**config.mk**
```make
export PLATFORM = sky130hd
export DESIGN_NAME = asc_sqrt_step
export DESIGN_NICKNAME = d
export VERILOG_FILES = /design/src/asc_pkg.sv /design/src/asc_sqrt_step.sv
export SDC_FILE = /design/constraint.sdc
export NUM_CORES = 1
export LEC_CHECK = 0
export BUFFER_PORTS_ARGS = -buffer_cell sky130_fd_sc_hd__clkbuf_2
export CAP_MARGIN = 25
export CORE_MARGIN = 4
export CORE_UTILIZATION = 40
export CTS_BUF_LIST = sky130_fd_sc_hd__clkbuf_8
export CTS_CLUSTER_SIZE = 28
export DETAILED_ROUTE_END_ITERATION = 10
export PLACE_DENSITY_LB_ADDON = 0.2
export SYNTH_ARGS = -nofsm -noshare
export SYNTH_HDL_FRONTEND = slang
export SYNTH_SLANG_ARGS = --single-unit
```
**constraint.sdc**
```tcl
create_clock -name clk -period 10.6 [get_ports clk]
set_clock_uncertainty 0.2 [all_clocks]
set_input_delay 0 -clock clk [delete_from_list [all_inputs] [get_ports clk]]
set_output_delay 0 -clock clk [all_outputs]
set_load 0.01 [all_outputs]
```
**src/asc_pkg.sv**
```systemverilog
// Shared widths, payload types and helpers for the box/sphere contact pipeline.
package asc_pkg;

  localparam int COORD_W    = 32;               // signed Q16.16 coordinates
  localparam int EXT_W      = 30;               // half extents and radius
  localparam int DIFF_W     = COORD_W + 2;      // exact bound and offset width
  localparam int SQ_W       = 2 * EXT_W;        // square of an in-range offset
  localparam int SUM_W      = SQ_W + 2;         // sum of three squares
  localparam int REM_W      = EXT_W + 3;        // root remainder plus two new bits
  localparam int SQRT_STEPS = SQ_W / 2;         // one root bit per stage
  localparam int NRM_W      = 2;

  localparam logic signed [NRM_W-1:0] NRM_POS  = 2'sb01;
  localparam logic signed [NRM_W-1:0] NRM_NEG  = 2'sb11;
  localparam logic signed [NRM_W-1:0] NRM_ZERO = 2'sb00;

  typedef struct packed {
    logic signed [COORD_W-1:0] box_center_x;
    logic signed [COORD_W-1:0] box_center_y;
    logic signed [COORD_W-1:0] box_center_z;
    logic        [EXT_W-1:0]   box_half_x;
    logic        [EXT_W-1:0]   box_half_y;
    logic        [EXT_W-1:0]   box_half_z;
    logic signed [COORD_W-1:0] sphere_center_x;
    logic signed [COORD_W-1:0] sphere_center_y;
    logic signed [COORD_W-1:0] sphere_center_z;
    logic        [EXT_W-1:0]   sphere_radius;
  } in_t;

  // Payload carried through the square-root stages.
  typedef struct packed {
    logic [SQ_W-1:0]               v;       // radicand, consumed two bits a stage
    logic [REM_W-1:0]              rem;
    logic [EXT_W-1:0]              q;       // partial root
    logic [EXT_W-1:0]              radius;
    logic                          hit;
    logic signed [NRM_W-1:0]       normal_x;
    logic signed [NRM_W-1:0]       normal_y;
    logic signed [NRM_W-1:0]       normal_z;
  } sq_t;

  function automatic logic signed [NRM_W-1:0] sign_code(input logic neg, input logic nz);
    logic signed [NRM_W-1:0] res;
    res = NRM_ZERO;
    if (nz) begin
      res = neg ? NRM_NEG : NRM_POS;
    end
    return res;
  endfunction

endpackage

```
**src/asc_sqrt_step.sv**
```systemverilog
// One digit-by-digit square root stage: resolves one root bit per request.
module asc_sqrt_step (
  input  logic         clk,
  input  logic         rst_n,
  input  logic         in_valid,
  output logic         in_ready,
  input  asc_pkg::sq_t in_data,
  output logic         out_valid,
  input  logic         out_ready,
  output asc_pkg::sq_t out_data
);
  import asc_pkg::*;

  logic             valid_r;
  sq_t              data_r;
  sq_t              data_nxt;
  logic [REM_W-1:0] rem_sh;
  logic [REM_W-1:0] trial;
  logic             take;

  assign in_ready = !valid_r || out_ready;

  always_comb begin
    rem_sh        = {in_data.rem[REM_W-3:0], in_data.v[SQ_W-1 -: 2]};
    trial         = {1'b0, in_data.q, 2'b01};
    take          = (rem_sh >= trial);
    data_nxt      = in_data;
    data_nxt.v    = {in_data.v[SQ_W-3:0], 2'b00};
    data_nxt.rem  = take ? (rem_sh - trial) : rem_sh;
    data_nxt.q    = {in_data.q[EXT_W-2:0], take};
  end

  always_ff @(posedge clk) begin
    if (!rst_n) begin
      valid_r <= 1'b0;
    end else if (in_ready) begin
      valid_r <= in_valid;
    end
  end

  always_ff @(posedge clk) begin
    if (in_ready && in_valid) begin
      data_r <= data_nxt;
    end
  end

  assign out_valid = valid_r;
  assign out_data  = data_r;

endmodule

```
Word-level counts from Yosys, hierarchy flattened
Index checks and enable logic that the tools add are counted.
{ "classes": {"n_addsub": 1, "order_cmp": 1, "muxes": 1, "n_reduce_logical": 3} }
{ "op_table": {"columns": ["operator", "n"], "rows": [
  ["33-bit by 32-bit greater-or-equal comparator with 1-bit output", 1],
  ["33-bit two-way mux", 1],
  ["33-bit by 32-bit subtractor with 33-bit output", 1],
  ["1-bit logical AND", 1],
  ["1-bit logical NOT", 1],
  ["1-bit logical OR", 1]
]} }
{ "word_totals": {"reg_bits": 159, "output_inout_bits": 162, "elab_cells": 15} }

Longest topological paths before layout
{ "logic_depth": {"word_depth": 3, "ltp_mapped": 12, "mapped_depth_nobuf": 10} }

Worst setup path before layout
No wires, ideal clock.
{ "synth_path": {"path_kind": "reg2reg", "start": "register valid_r, in the netlist out_valid", "end": "register data_r, in the netlist out_data[0], enable pin", "setup_time_ps": 537, "arrival_time_ps": 4137, "required_time_ps": 9863, "slack_ps": 5726, "path_stages_with_launch": 3, "period_less_slack_ps": 4874, "path_cell_list": "dfxtp_1 nand2b_1 and2_1"} }
{ "synth_via": {"elab_chain_len": 3} }
{ "synth_rtl": {"columns": ["item", "line", "source"], "rows": [
  ["start: declaration", "asc_sqrt_step.sv:14", "logic valid_r;"],
  ["start signal: assignment", "asc_sqrt_step.sv:37", "valid_r <= in_valid;"],
  ["1-bit logical NOT", "asc_sqrt_step.sv:21", "assign in_ready = !valid_r || out_ready;"],
  ["1-bit logical OR", "asc_sqrt_step.sv:21", null],
  ["net in_ready", "asc_sqrt_step.sv:6", "output logic in_ready,"],
  ["1-bit logical AND", "asc_sqrt_step.sv:42", "if (in_ready && in_valid) begin"],
  ["end signal: assignment", "asc_sqrt_step.sv:43", "data_r <= data_nxt;"],
  ["end: declaration", "asc_sqrt_step.sv:15", "sq_t data_r;"]
]} }
The timed path passes the listed nets, and every way through them passes these cells.
A chain may end at the register's enable or synchronous reset.

==> flow_summary.json <==
{
  "status": "complete, no violations",
  "h-tree-depth": 4,
  "grt_start_max_net_pins": 83,
  "rr_startpoint": "out_valid",
  "ff_latch_area_um2": 4760,
  "nFillCells": 1335,
  "yosys-mux-area-fraction_pct": 1.08,
  "final_cell_area_um2": 11100,
  "hold_violations": 0,
  "tns_ns": 0,
  "grt_pass1_vias": 6428,
  "slowest_delay_ns": 0.58,
  "cts_root_buffer": "clkbuf_8",
  "cts_inserted_buffers": 17,
  "synth-compound-area-share_pct": 12.4,
  "period_needed_ns": 3.79,
  "fin_ws_ns": 6.81,
  "critPathSlowestCell": "dlygate4sd3_1",
  "ys_ff_latch": 159,
  "die_h_um": 142,
  "tightest_slew_ns": 1.02,
  "cpMostUsedCell": "dlygate4sd3_1",
  "pin_count": 326,
  "vdd_drop_max_mv": 0.0871,
  "post_cts_buffers": 0,
  "synth_area_um2": 7180,
  "timing.rr.end": "out_data[130]",
  "dp_slack_ns": 7.17,
  "synth_top_family_by_area": "compound AO/OA/AOI/OAI gates",
  "min_path_type": "input port to register",
  "async_flop_share_pct": 0,
  "clock-sinks": 159,
  "cts_tree": "built",
  "core-area_um2": 17400,
  "final_nets": 1223,
  "path_max_fanout": 41,
  "synth.area.top_cells": "edfxtp_1 66%, ha_1 5.6%, a21oi_1 3.7%",
  "die_width_um": 142,
  "gp_congestion": 0.868,
  "final_util_pct": 63.9,
  "dp_hpwl_um": 15500,
  "synth_cell_types": 60,
  "synth_xor_area_share_pct": 3.42,
  "cts_max_path_buffers": 2,
  "grt_use_total_pct": 22.4,
  "power_mw": 1.58,
  "crit_end": "out_data[68]",
  "path_depth": 13,
  "setup.worst_path.start": "in_data[43]",
  "antenna_found_initial": 1,
  "synth_edf_count": 158,
  "path_delay_family": "buffers and inverters",
  "synth_warnings": 0,
  "relSlewSlack_pct": 32.2,
  "worstPathCellList": "dlygate4sd3_1 -> clkbuf_2 -> inv_1 -> ha_1 -> and4_1 -> and3_1 -> a2bb2oi_4 -> o21ai_2 -> a21oi_4 -> o21ai_4 -> buf_4 -> a21oi_1 -> dlygate4sd3_1",
  "p_leak_nw": 4.94,
  "max-cap-violations": 0,
  "vias": 6182,
  "fin_crit_sh_pct": 35.7,
  "arrival_ns": 3.80,
  "portBuffers": 321,
  "powerDensity_nw_per_um2": 142,
  "dr.first_iter.drc_count": 275,
  "synth_adder_area_share_pct": 5.58,
  "syn_area_per_cell_um2": 13.5,
  "finalSetupViolCount": 0,
  "startpoint_type": "input port",
  "routedWlPerCell_um": 17.9,
  "multi_input_area_um2": 2150,
  "finalWirelength_um": 22700,
  "clk_pin_slew_ns": 0.09,
  "ff2ff_setup_slack_ns": 8.02,
  "ctsResizeCount": 0,
  "grt_pass1_wl_um": 34700,
  "drive_gt1_share_pct": 36.2,
  "grt_overflow": 0,
  "maxSlewViolCount": 0,
  "initial_core_util_pct": 41.2,
  "syn_to_final_growth_pct": 55.2,
  "first_pass_iters": 4,
  "remaining_drc_errors": 0,
  "die-area_um2": 20100,
  "fmax_mhz": 264,
  "critPathBufInv": 5,
  "yosys.area_share.simple_pct": 7.30,
  "r2r_cells": 4,
  "cp-end-kind": "register",
  "synthFlopType": "edfxtp_1",
  "clock_latency_ns": 0.46,
  "rsz0062_at_grt": "false",
  "routed_via_density": 4.88,
  "antenna_left": 0,
  "cp_data_required_time_ns": 10.61,
  "netlist.area_leader.share_pct": 66.1,
  "syn_inst": 530,
  "rows": 48,
  "synth_top_area_cell": "edfxtp_1",
  "yosysSeqAreaShare_pct": 66.4,
  "critical_path_class": "input port to register",
  "dpl_cell_area_um2": 8970
}
==> layer usage <==
layer  share of wire, %  GRT usage, %  up-vias
met5                  0             0        -
met4                2.8          8.23        0
met3                7.2          5.75       44
met2                 53          40.9      278
met1                 37          25.1     2903
li1                   -             -     2957
==> cells in the mapped netlist (7+ instances only) <==
cell / instances
a21o_1: 12
a21oi_1: 53
and2_1: 7
clkbuf_1: 9
edfxtp_1: 158
ha_1: 32
inv_1: 41
nand2_1: 26
nand3_1: 11
nor2_1: 42
o21a_1: 7
o21ai_0: 19
xnor2_1: 18
xor2_1: 10
==> final cells by class <==
| type | count | area share (%) |
|---|---|---|
| clock inverter | 15 | 1.61 |
| timing repair buffer | 496 | 30.3 |
| clock buffer | 17 | 2.10 |
| inverter | 41 | 1.38 |
| tap | 225 | 2.53 |
| antenna | 1 | 0.0225 |
| sequential | 159 | 42.8 |
| multi-input combinational | 312 | 19.3 |
==> registers in the layout, summed over array words and instances, names as in the netlist <==
| name | cells |
|---|---|
| out_data | 158 |
| out_valid | 1 |
==> cells in the final DEF (no fill, tap or decap), types with 3 or more instances in the layout <==
master | Yosys | routed
nand2_1 | 26 | 26
nand2b_1 | 4 | 4
nand3_1 | 11 | 11
a31oi_1 | 3 | 3
xor2_1 | 10 | 10
o21a_1 | 7 | 7
clkbuf_8 | 0 | 17
ha_1 | 32 | 32
nand4_1 | 5 | 5
clkinv_4 | 0 | 3
inv_1 | 41 | 42
nor3_1 | 3 | 3
o22ai_1 | 3 | 3
inv_6 | 0 | 4
nor2_1 | 42 | 42
o21ai_0 | 19 | 19
mux2_4 | 3 | 3
o21bai_1 | 5 | 5
a211oi_1 | 3 | 3
clkbuf_2 | 0 | 321
dlygate4sd3_1 | 0 | 172
a21o_1 | 12 | 12
a21oi_1 | 53 | 53
xnor2_1 | 18 | 18
edfxtp_1 | 158 | 158
and2_1 | 7 | 6
==> tightest hold or removal path: cells and delay by family <==
| family | cells | cell delay, ns |
|---|---|---|
| AOI/OAI and AO/OA | 1 | 0.14 |
| adders and majority gates | 1 | 0.21 |
| xor gates and xnor gates | 1 | 0.09 |
| buffers and inverters | 2 | 0.13 |
==> repair_timing <==
item                                    4_1_cts  5_1_grt
endpoints found under the setup margin        0        0
hold buffers                                172        0
endpoints found under the hold margin       159        0
==> through the flow <==
step	hold slack, ns	cells
global placement	-0.0212	1060
finish	0.0424	1266
global route	0.0211	1266
floorplan	-0.101	531
detailed placement	-0.0214	1060
CTS	0.0131	1264
==> worst min-delay path by stage <==
stage                             from            end  slack [ns]  cells past startpoint
after floorplan             in_data[0]    out_data[0]       -0.10                      0
after global placement    in_data[152]  out_data[154]       -0.02                      1
after detailed placement  in_data[104]  out_data[106]       -0.02                      1
after CTS                 in_data[104]  out_data[106]        0.01                      2
after global routing      in_data[108]  out_data[110]        0.02                      2
final                      in_data[66]   out_data[98]        0.04                      5
==> report_power, final <==
group          switching, mW  total (mW)  internal [mW]
sequential            0.0133       0.763          0.750
clock                  0.256       0.473          0.217
combinational          0.175       0.340          0.165
==> cells by family (layout without fill, tap and decap cells) <==
kind of cell               after synthesis  after routing
adders and majority gates               32             32
other                                    1              3
DFF                                    159            159
muxes                                    6              6
and+or+nand+nor                        112            112
buffers and inverters                   60            569
AOI/OAI and AO/OA                      132            132
xor gates and xnor gates                28             28
Power figures use the tool's default switching activity.
